$ cat src/hw/rtl/ehbi_pkg.sv
// shared constants and command types for the elf hash bucket index block
`timescale 1ns / 1ps
package ehbi_pkg;

   localparam int HASH_W    = 32;
   localparam int BYTE_W    = 8;
   localparam int CSR_IDX_W = 8;
   localparam int DIV_STEPS = HASH_W;
   localparam int CNT_W     = $clog2(DIV_STEPS);

   localparam logic [CSR_IDX_W-1:0] CSR_IGNORE_CASE = CSR_IDX_W'(0);
   localparam logic [CSR_IDX_W-1:0] CSR_TABLE_SIZE  = CSR_IDX_W'(1);

   // command group from the controller to the datapath
   typedef struct packed {
      logic hash_en;    // a key byte beat is accepted
      logic div_start;  // last byte: load the divider, clear the running hash
      logic div_step;   // one restoring divider step
      logic load_out;   // copy the remainder into the result register
   } ctrl_cmd_type;

endpackage

$ cat src/hw/rtl/ehbi_ctrl.sv
// controller state machine: byte acceptance, divider sequencing, result handshake
`timescale 1ns / 1ps
module ehbi_ctrl (
   input  logic                  clock,
   input  logic                  reset,
   input  logic                  req_valid,
   input  logic                  req_is_last,
   output logic                  req_stall,
   output logic                  rsp_valid,
   input  logic                  rsp_stall,
   output ehbi_pkg::ctrl_cmd_type cmd
);
   import ehbi_pkg::*;

   typedef enum logic [1:0] {
      S_IDLE,
      S_DIVIDE,
      S_HOLD
   } state_type;

   localparam logic [CNT_W-1:0] CNT_LAST = CNT_W'(DIV_STEPS - 1);

   state_type        state_ff, state_in;
   logic [CNT_W-1:0] count_ff, count_in;
   logic             rsp_valid_ff, rsp_valid_in;
   logic             accept;
   logic             out_free;

   // a last byte waits while the divider is in use
   assign req_stall = req_is_last && (state_ff != S_IDLE);
   assign accept    = req_valid && !req_stall;
   assign out_free  = !rsp_valid_ff || !rsp_stall;
   assign rsp_valid = rsp_valid_ff;

   always_comb begin
      state_in      = state_ff;
      count_in      = count_ff;
      rsp_valid_in  = rsp_valid_ff && rsp_stall;
      cmd.hash_en   = accept;
      cmd.div_start = 1'b0;
      cmd.div_step  = 1'b0;
      cmd.load_out  = 1'b0;
      unique case (state_ff)
         S_IDLE: begin
            if (accept && req_is_last) begin
               cmd.div_start = 1'b1;
               count_in      = '0;
               state_in      = S_DIVIDE;
            end
         end
         S_DIVIDE: begin
            cmd.div_step = 1'b1;
            count_in     = count_ff + CNT_W'(1);
            if (count_ff == CNT_LAST) begin
               state_in = S_HOLD;
            end
         end
         S_HOLD: begin
            if (out_free) begin
               cmd.load_out = 1'b1;
               rsp_valid_in = 1'b1;
               state_in     = S_IDLE;
            end
         end
         default: begin
            state_in = S_IDLE;
         end
      endcase
   end

   always_ff @(posedge clock) begin
      if (reset) begin
         state_ff     <= S_IDLE;
         count_ff     <= '0;
         rsp_valid_ff <= 1'b0;
      end else begin
         state_ff     <= state_in;
         count_ff     <= count_in;
         rsp_valid_ff <= rsp_valid_in;
      end
   end

endmodule

$ cat src/hw/rtl/ehbi_datapath.sv
// datapath: configuration registers, running hash, restoring divider, result register
`timescale 1ns / 1ps
module ehbi_datapath (
   input  logic                               clock,
   input  logic                               reset,
   input  ehbi_pkg::ctrl_cmd_type             cmd,
   input  logic [ehbi_pkg::BYTE_W-1:0]        req_key_byte,
   input  logic                               req_is_last,
   input  logic                               csr_we,
   input  logic [ehbi_pkg::CSR_IDX_W-1:0]     csr_index,
   input  logic [ehbi_pkg::HASH_W-1:0]        csr_data,
   output logic [ehbi_pkg::HASH_W-1:0]        rsp_bucket_index
);
   import ehbi_pkg::*;

   localparam logic [HASH_W-1:0] HASH_TOP_MASK   = 32'hF000_0000;
   localparam int                HASH_FOLD_SHIFT = 24;
   localparam int                HASH_STEP_SHIFT = 4;

   function automatic logic [BYTE_W-1:0] fold_case(input logic fold, input logic [BYTE_W-1:0] b);
      if (fold && b >= 8'h61 && b <= 8'h7A) begin
         return b - 8'h20;
      end
      return b;
   endfunction

   function automatic logic [HASH_W-1:0] hash_mix(input logic [HASH_W-1:0] h,
                                                  input logic [BYTE_W-1:0] b);
      logic [HASH_W-1:0] s;
      logic [HASH_W-1:0] g;
      s = (h << HASH_STEP_SHIFT) + HASH_W'(b);
      g = s & HASH_TOP_MASK;
      return s ^ (g >> HASH_FOLD_SHIFT) ^ g;
   endfunction

   logic              ignore_case_ff, ignore_case_in;
   logic [HASH_W-1:0] table_size_ff, table_size_in;
   logic [HASH_W-1:0] hash_ff, hash_in;
   logic [HASH_W-1:0] rem_ff, rem_in;
   logic [HASH_W-1:0] dvd_ff, dvd_in;
   logic [HASH_W-1:0] dsr_ff, dsr_in;
   logic [HASH_W-1:0] out_ff, out_in;
   logic [HASH_W-1:0] mixed;
   logic [HASH_W:0]   trial;
   logic [HASH_W:0]   diff;

   assign mixed = hash_mix(hash_ff, fold_case(ignore_case_ff, req_key_byte));
   assign trial = {rem_ff, dvd_ff[HASH_W-1]};
   assign diff  = trial - {1'b0, dsr_ff};

   always_comb begin
      ignore_case_in = ignore_case_ff;
      table_size_in  = table_size_ff;
      if (csr_we) begin
         unique case (csr_index)
            CSR_IGNORE_CASE: ignore_case_in = csr_data[0];
            CSR_TABLE_SIZE:  table_size_in  = csr_data;
            default: ;
         endcase
      end
   end

   always_comb begin
      hash_in = hash_ff;
      rem_in  = rem_ff;
      dvd_in  = dvd_ff;
      dsr_in  = dsr_ff;
      out_in  = out_ff;
      if (cmd.hash_en) begin
         hash_in = req_is_last ? '0 : mixed;
      end
      if (cmd.div_start) begin
         rem_in = '0;
         dvd_in = mixed;
         dsr_in = table_size_ff;
      end else if (cmd.div_step) begin
         // with a zero divisor every step keeps the trial value, leaving the hash
         rem_in = diff[HASH_W] ? trial[HASH_W-1:0] : diff[HASH_W-1:0];
         dvd_in = dvd_ff << 1;
      end
      if (cmd.load_out) begin
         out_in = rem_ff;
      end
   end

   always_ff @(posedge clock) begin
      if (reset) begin
         ignore_case_ff <= 1'b0;
         table_size_ff  <= HASH_W'(256);
         hash_ff        <= '0;
      end else begin
         ignore_case_ff <= ignore_case_in;
         table_size_ff  <= table_size_in;
         hash_ff        <= hash_in;
      end
   end

   always_ff @(posedge clock) begin
      rem_ff <= rem_in;
      dvd_ff <= dvd_in;
      dsr_ff <= dsr_in;
      out_ff <= out_in;
   end

   assign rsp_bucket_index = out_ff;

endmodule

$ cat src/hw/rtl/elf_hash_bucket_index.sv
// top level of the elf hash bucket index block
`timescale 1ns / 1ps
// usage
// - req channel: one key byte per beat (req_key_byte) with req_is_last on the
//   final byte; a beat is taken when req_valid is high and req_stall is low
// - bytes that are not last fold into the running hash at one per cycle
// - the last byte starts a 32-step restoring remainder by table_size; the
//   result is then registered and shown on rsp_bucket_index
// - while the remainder runs, further bytes of the next key are still taken;
//   only its last byte is stalled, until the controller is back in idle
// - rsp channel: rsp_valid holds with a stable payload while rsp_stall is high;
//   a finished remainder waits in the divider until the result register frees
// - a table_size of zero returns the full hash
// - csr channel: csr_ready is always high; index 0 is ignore_case, index 1 is
//   table_size, other indexes are dropped; write only while the block is idle
// - reset (synchronous, active high) clears the running hash, sets
//   ignore_case to 0 and table_size to 256, and clears rsp_valid (not the result value)
module elf_hash_bucket_index (
   input  logic                           clock,
   input  logic                           reset,
   input  logic                           req_valid,
   output logic                           req_stall,
   input  logic [ehbi_pkg::BYTE_W-1:0]    req_key_byte,
   input  logic                           req_is_last,
   output logic                           rsp_valid,
   input  logic                           rsp_stall,
   output logic [ehbi_pkg::HASH_W-1:0]    rsp_bucket_index,
   input  logic                           csr_valid,
   output logic                           csr_ready,
   input  logic [ehbi_pkg::CSR_IDX_W-1:0] csr_index,
   input  logic [ehbi_pkg::HASH_W-1:0]    csr_data
);
   import ehbi_pkg::*;

   ctrl_cmd_type cmd;
   logic         csr_we;

   // register writes never wait
   assign csr_ready = 1'b1;
   assign csr_we    = csr_valid && csr_ready;

   // sequencing and handshakes
   ehbi_ctrl u_ctrl (
      .clock       (clock),
      .reset       (reset),
      .req_valid   (req_valid),
      .req_is_last (req_is_last),
      .req_stall   (req_stall),
      .rsp_valid   (rsp_valid),
      .rsp_stall   (rsp_stall),
      .cmd         (cmd)
   );

   // hash, remainder and result storage
   ehbi_datapath u_datapath (
      .clock            (clock),
      .reset            (reset),
      .cmd              (cmd),
      .req_key_byte     (req_key_byte),
      .req_is_last      (req_is_last),
      .csr_we           (csr_we),
      .csr_index        (csr_index),
      .csr_data         (csr_data),
      .rsp_bucket_index (rsp_bucket_index)
   );

endmodule

$ cat config.mk
export PLATFORM = sky130hd
export DESIGN_NAME = elf_hash_bucket_index
export DESIGN_NICKNAME = d
export VERILOG_FILES = /design/src/hw/rtl/ehbi_pkg.sv /design/src/hw/rtl/ehbi_ctrl.sv /design/src/hw/rtl/ehbi_datapath.sv /design/src/hw/rtl/elf_hash_bucket_index.sv
export SDC_FILE = /design/constraint.sdc
export NUM_CORES = 1
export LEC_CHECK = 0
export ABC_CLOCK_PERIOD_IN_PS = 9800
export BUFFER_PORTS_ARGS = -buffer_cell sky130_fd_sc_hd__clkbuf_2
export CORE_MARGIN = 2
export CORE_UTILIZATION = 40
export CTS_CLUSTER_DIAMETER = 120
export DETAILED_ROUTE_END_ITERATION = 12
export PLACE_DENSITY_LB_ADDON = 0.1
export SLEW_MARGIN = 30
export SYNTH_ARGS = -nofsm -noshare
export SYNTH_HDL_FRONTEND = slang
export SYNTH_SLANG_ARGS = --single-unit
$ cat constraint.sdc
create_clock -name clock -period 9.8 [get_ports clock]
set_clock_uncertainty 0.1 [all_clocks]
set_input_delay 0.98 -clock clock [delete_from_list [all_inputs] [get_ports clock]]
set_output_delay 0.98 -clock clock [all_outputs]
set_load 0.02 [all_outputs]
# After elaboration in Yosys (flattened, before gate mapping)
# Cells that the tools add are included.
word_totals:
  memories: 0
  mem_bits_rw: 0
  output_inout_bits: 35
  wordCells: 64
  inputBits: 54
  romBits: 0
  regBits: 197
  latchBits: 0
classes:
  n_reduce_logical: 19
  shift: 0
  n_mul: 0
  bitwise_logic: 2
  eq_ne: 7
  muxes: 20
  add_sub_neg: 4
  div_mod_pow: 0
  magnitude_cmp: 2
ops:
  columns: ["op", "count"]
  rows:
  - ["$mux 32", 3]
  - ["$sub 33x32->33", 1]
  - ["$add 32x8->32", 1]
  - ["$xor 32x32->32", 1]
  - ["$xor 32x8->32", 1]
  - ["$mux 28", 1]
  - ["$mux 8", 2]
  - ["$pmux 5 s2", 1]
  - ["$eq 8x1->1 const B", 1]
  - ["$ge 8x7->1 const B", 1]
  - ["$le 8x7->1 const B", 1]
  - ["$logic_not 8->1", 1]
  - ["$mux 1", 8]
  - ["$sub 8x6->8 const B", 1]
  - ["$logic_and 1x1->1", 6]
  - ["$mux 2", 3]
  - ["$ne 2x1->1 const B", 3]
  - ["$pmux 2 s3", 1]
  - ["$reduce_and 2->1", 3]
  - ["$reduce_bool 2->1", 3]
  - ["$add 5x1->5 const B", 1]
  - ["$eq 5x5->1 const B", 1]
  - ["$mux 5", 1]
  - ["$logic_not 1->1", 3]
  - ["5 further kinds", 5]

# Depth between registers and ports, before layout
logic_depth:
  ltp_word: 9
  depth_mapped: 15
  mapped_depth_nobuf: 15

# Cells and area by module
# Synthesis repeated with hierarchy kept, for this count alone.
hier_totals:
  cells_unflattened: 1045
  area_unflattened_um2: 10039.6
by_module_without_submodules:
  columns: ["module", "n_inst", "cells_per_inst", "seq_area_each_um2", "area_per_inst_um2"]
  rows:
  - ["ehbi_datapath", 1, 998, 4744.6, 9635.5]
  - ["ehbi_ctrl", 1, 45, 160.2, 392.9]
  - ["elf_hash_bucket_index", 1, 2, 0.0, 11.3]

# Worst setup path before layout
# No wires, ideal clock.
synth_path:
  path_kind: "input -> register"
  startpoint: "input req_valid"
  endpoint: "register u_ctrl.count_ff[3]"
  path_slack_ns: 5.814
  stages: 7
  n_path_buf: 2
  t_required_ns: 9.608
  t_arrival_ns: 3.793
  setup_time_ns: 0.092
  path_cell_list: "clkbuf_1 nand3_1 clkbuf_1 clkinv_1 nor2_1 inv_1 a311oi_1"
synth_via:
  elab_chain_cells: 4
synth_rtl:
  columns: ["item", "line_no", "source"]
  rows:
  - ["start, declared", "elf_hash_bucket_index.sv:21", "input logic req_valid,"]
  - ["$logic_and 1x1->1", "ehbi_ctrl.sv:31", "assign accept = req_valid && !req_stall;"]
  - ["$logic_and 1x1->1", "ehbi_ctrl.sv:45", "if (accept && req_is_last) begin"]
  - ["$ne 2x1->1 (no line)", null, null]
  - ["$reduce_and 2->1 (no line)", null, null]
  - ["end signal, assigned", "ehbi_ctrl.sv:78", "count_ff <= count_in;"]
  - ["end, declared", "ehbi_ctrl.sv:24", "logic [CNT_W-1:0] count_ff, count_in;"]
# Every way passes these cells.
# A chain may end at the register's enable or synchronous reset.

# Worst setup path in the final report
layout_path:
  startpoint: "input req_key_byte[4] (netlist bit)"
  endpoint: "register u_datapath.dvd_ff[4] (data pin)"
layout_via:
  elab_chain_cells: 9
  elab_cells_between_ends: 12
  classes_between: "add/sub: 2; order compare: 2; mux: 4; bitwise: 2; reduce/logical: 2"
layout_rtl:
  columns: ["item", "line_no", "source"]
  rows:
  - ["start, declared", "elf_hash_bucket_index.sv:23", "input logic [ehbi_pkg::BYTE_W-1:0] req_key_byte,"]
  - ["$ge 8x7->1", "ehbi_datapath.sv:21", "if (fold && b >= 8'h61 && b <= 8'h7A) begin"]
  - ["$logic_and 1x1->1 (2 in a row)", "ehbi_datapath.sv:21", null]
  - ["$mux 1", "ehbi_datapath.sv:21", null]
  - ["$mux 8 (*)", "ehbi_datapath.sv:24", "return b;"]
  - ["$add 32x8->32 (*)", "ehbi_datapath.sv:31", "s = (h << HASH_STEP_SHIFT) + HASH_W'(b);"]
  - ["$xor 32x8->32 (*)", "ehbi_datapath.sv:33", "return s ^ (g >> HASH_FOLD_SHIFT) ^ g;"]
  - ["$xor 32x32->32 (*)", "ehbi_datapath.sv:33", null]
  - ["$mux 32 (*)", "ehbi_datapath.sv:72", "if (cmd.div_start) begin"]
  - ["net u_datapath.dvd_in[4]", "ehbi_datapath.sv:40", "logic [HASH_W-1:0] dvd_ff, dvd_in;"]
  - ["end signal, assigned", "ehbi_datapath.sv:100", "dvd_ff <= dvd_in;"]
  - ["end, declared", "ehbi_datapath.sv:40", null]
# Mark *: on every way through the listed nets, which the timed path passes. The rest lies on a longest branch. The select of a mux whose other input is x is not followed.

==> impl_metrics.csv <==
group,metric,value,unit
outcome,status,"complete, no violations",
route,initialDrtViolationCount,307,
clock_tree,cts_buffers,17,
floorplanning,rows,56,
floorplanning,io_pins,89,
synth,netlist.area_leader.share,0.305,
route,wl_per_cell,15.3,µm
setup_path,arrival,3.95,ns
synth,synth_cell_types,66,
hold_path,min_from,"u_datapath.table_size_ff[4]",
setup_path,rr_worst_depth,12,
placement,gp_congestion,0.801,
grt,grtUsageTotal,0.176,
timing,slew_headroom,0.421,
clock_tree,clock_sinks,197,
clock_tree,ctsLongestPathBuffers,2,
timing,min_period,3.88,ns
floorplanning,die_x,158,µm
grt,antenna_found_initial,0,
floorplanning,start_util,0.405,
power_and_ir_drop,power_leakage,0.00434,µW
timing,worst_slew_pin_slew,0.861,ns
grt,grt_pass1_vias,6756,
power_and_ir_drop,powerDensity,249,mW/mm²
timing,rsz0062_at_grt,"false",
hold_path,hold_path.class,"register to register",
clock_tree,htreeDepth,4,
setup_path,r2r_start,"u_datapath.dsr_ff[0]",
synth,yosysTopAreaCell,"edfxtp_1",
synth,synth_cells,965,
grt,grt_overflow,0,
route,drt-total-wl,20900,µm
setup_path,cp.required,9.87,ns
timing,finalHoldViolations,0,
setup_path,crit_start,"req_key_byte[4]",
placement,port_buffers,87,
timing,finalSetupViolations,0,
grt,grt_pass1_wl,34400,µm
placement,post-dp-hpwl,14400,µm
hold_path,min_path_cells,0,
setup_path,start_kind,"input pin",
synth,synth-async-reset-ratio,0,
timing,fmax,257,MHz
floorplanning,die_y,158,µm
clock_tree,post-cts-setup-buffer-count,0,
clock_tree,cts_tree,"yes",
power_and_ir_drop,peakVddDrop,0.159,mV
clock_tree,cts-hold-fix-buffers,0,
hold_path,min_to,"u_datapath.dsr_ff[4]",
synth,synth_seq_cells,197,
final_layout,drive_gt1_frac,0.137,
setup_path,r2r-end,"u_datapath.rem_ff[25]",
timing,period_share,0.396,
floorplanning,dieArea,0.0248,mm²
clock_tree,insertion_delay,0.43,ns
synth,ys.flop_type,"dfxtp_1",
final_layout,nets,1134,
setup_path,r2r_slack,6.06,ns
route,drt.antenna.violating_nets,0,
final_layout,n_fill_cell,2238,
synth,yosysSeqAreaShare,0.519,
timing,finalSetupTns,0,ns
placement,place_area,0.0102,mm²
synth,netlist_top_cells_area,"edfxtp_1 31%, dfxtp_1 21%, nand2_1 6.5%",
final_layout,diodes,0,
flow_run,maxCapViolations,0,
setup_path,cp_max_fo,5,
route,num_vias,6983,
grt,grt_max_degree,65,
synth,netlist_area,0.00944,mm²
final_layout,area_delta_synth_final,14.5,%
timing,drv_slew,0,
setup_path,crit_type,"input pin to register",
route,vias_per_cell,5.09,
synth,synth_fp_nets,1060,
route,drt-pass1-iter-count,5,
route,drc,0,
clock_tree,ctsRootBufferMaster,"clkbuf_16",
synth,synth_edf_count,96,
setup_path,cp-end-kind,"register",
floorplanning,core_area,0.0233,mm²
clock_tree,cts.clk_slew.worst_paths,0.08,ns
clock_tree,post_cts_resized,0,
final_layout,postLayoutCoreUtil,0.463,
final_layout,fin_area,0.0108,mm²
synth,postSynthAreaPerCell,9.78,µm²
synth,ys.warnings.count,0,
placed cells by master, fill, tap and decap left out, drive strengths merged, types with 2 or more instances in the layout:
master,Yosys,routed
edfxtp,96,96
a22oi,2,2
nand3b,6,6
buf,9,12
a211oi,7,7
fa,2,2
and2,12,12
nor2,52,52
and4,4,4
nand4,4,4
o22ai,2,2
inv,45,52
dfxtp,101,101
o311ai,7,7
nor4,5,5
nand2b,10,10
a21oi,73,73
o21a,4,4
o211ai,6,6
o21ai,73,73
xnor2,31,31
a31oi,7,7
clkinv,1,6
nor2b,7,7
xor2,26,26
a2bb2oi,10,10
clkinvlp,0,2
a31o,2,2
a21o,18,18
and3,17,17
clkbuf,35,104
nor3,10,10
mux2i,23,23
or2,3,3
nand3,30,30
a221o,5,5
nand2,163,163
a311oi,2,2
a311o,2,2
ha,39,39
critical path: stages:
cell	delay, ns
clkbuf_2	0.10
or4_1	0.51
o22ai_1	0.14
nor2_1	0.09
nor2_1	0.13
inv_1	0.07
fa_1	0.44
nor2b_1	0.12
o21ai_0	0.07
nand2b_1	0.17
nand2_1	0.10
nor3_1	0.56
nand3_1	0.18
xnor2_1	0.19
o21ai_0	0.09
area by class of cell:
| cell class | instances | area (µm²) | area share |
|---|---|---|---|
| multi-input combinational | 678 | 4190 | 0.388 |
| inverter | 46 | 173 | 0.0160 |
| clock buffer | 17 | 425 | 0.0393 |
| timing repair buffer | 99 | 553 | 0.0511 |
| sequential | 197 | 4900 | 0.454 |
| clock inverter | 15 | 164 | 0.0152 |
| tap | 319 | 399 | 0.0369 |
routing by layer:
layer	routed length, µm	up-vias	track usage
met5	0	-	0
met4	291	0	0.0532
met2	9900	112	0.293
met3	628	19	0.0263
met1	10100	3294	0.236
li1	-	3558	-
how the worst max path moves through the flow:
| stage | to | slack (ns) | depth (start not counted) |
|---|---|---|---|
| 2_1_floorplan | u_ctrl.count_ff[3] | 5.81 | 7 |
| 3_3_place_gp | u_datapath.hash_ff[24] | 5.48 | 16 |
| 3_5_place_dp | u_datapath.hash_ff[24] | 5.46 | 16 |
| 4_1_cts | u_datapath.dvd_ff[24] | 5.91 | 15 |
| 5_1_grt | u_datapath.dvd_ff[24] | 5.53 | 15 |
| 6_report | u_datapath.dvd_ff[4] | 5.92 | 15 |
per-stage QoR:
step	hold slack (ns)	total power [µW]	instances	worst slack [ns]
2_1_floorplan	0.308	1820	965	5.81
3_3_place_gp	0.310	2000	1337	5.48
3_5_place_dp	0.313	2000	1339	5.46
4_1_cts	0.326	2710	1371	5.91
5_1_grt	0.344	2860	1371	5.53
6_report	0.330	2690	1371	5.92
logic make-up (layout without fill, tap and decap cells):
kind of cell,Yosys count,after routing,share of synthesized area
simple gates,327,327,0.158
buf+inv,90,177,0.0390
mux,23,23,0.0244
fa+ha+maj,41,41,0.0559
compound gates,229,229,0.150
flops,197,197,0.519
other cells,1,1,0.000397
xor+xnor,57,57,0.0529
state kept, by name, indices dropped and copies added, names as in the netlist:
name	flops
u_ctrl.count_ff	5
u_ctrl.rsp_valid	1
u_ctrl.state_ff	2
u_datapath.dsr_ff	32
u_datapath.dvd_ff	32
u_datapath.hash_ff	28
u_datapath.ignore_case_ff	1
u_datapath.rem_ff	32
u_datapath.rsp_bucket_index	32
u_datapath.table_size_ff	32
synthesized netlist by cell type, drive strengths merged, types with 3 or more instances:
library cell,number
ha,39
a21oi,73
nand2b,10
a211oi,7
and2,12
a221o,5
xnor2,31
a21o,18
nor2,52
a31oi,7
nand3b,6
o21ai,73
a2bb2oi,10
o211ai,6
nor4,5
and4,4
or2,3
mux2i,23
nand3,30
clkbuf,35
nand2,163
dfxtp,101
edfxtp,96
o311ai,7
xor2,26
inv,45
nand4,4
nor3,10
buf,9
nor2b,7
o21a,4
and3,17
power breakdown:
group / total, µW / switching, µW / internal, µW
Clock: 703 / 340 / 363
Sequential: 1040 / 76.3 / 960
Combinational: 950 / 537 / 413
Note: power is estimated with default switching activity, not from simulation.
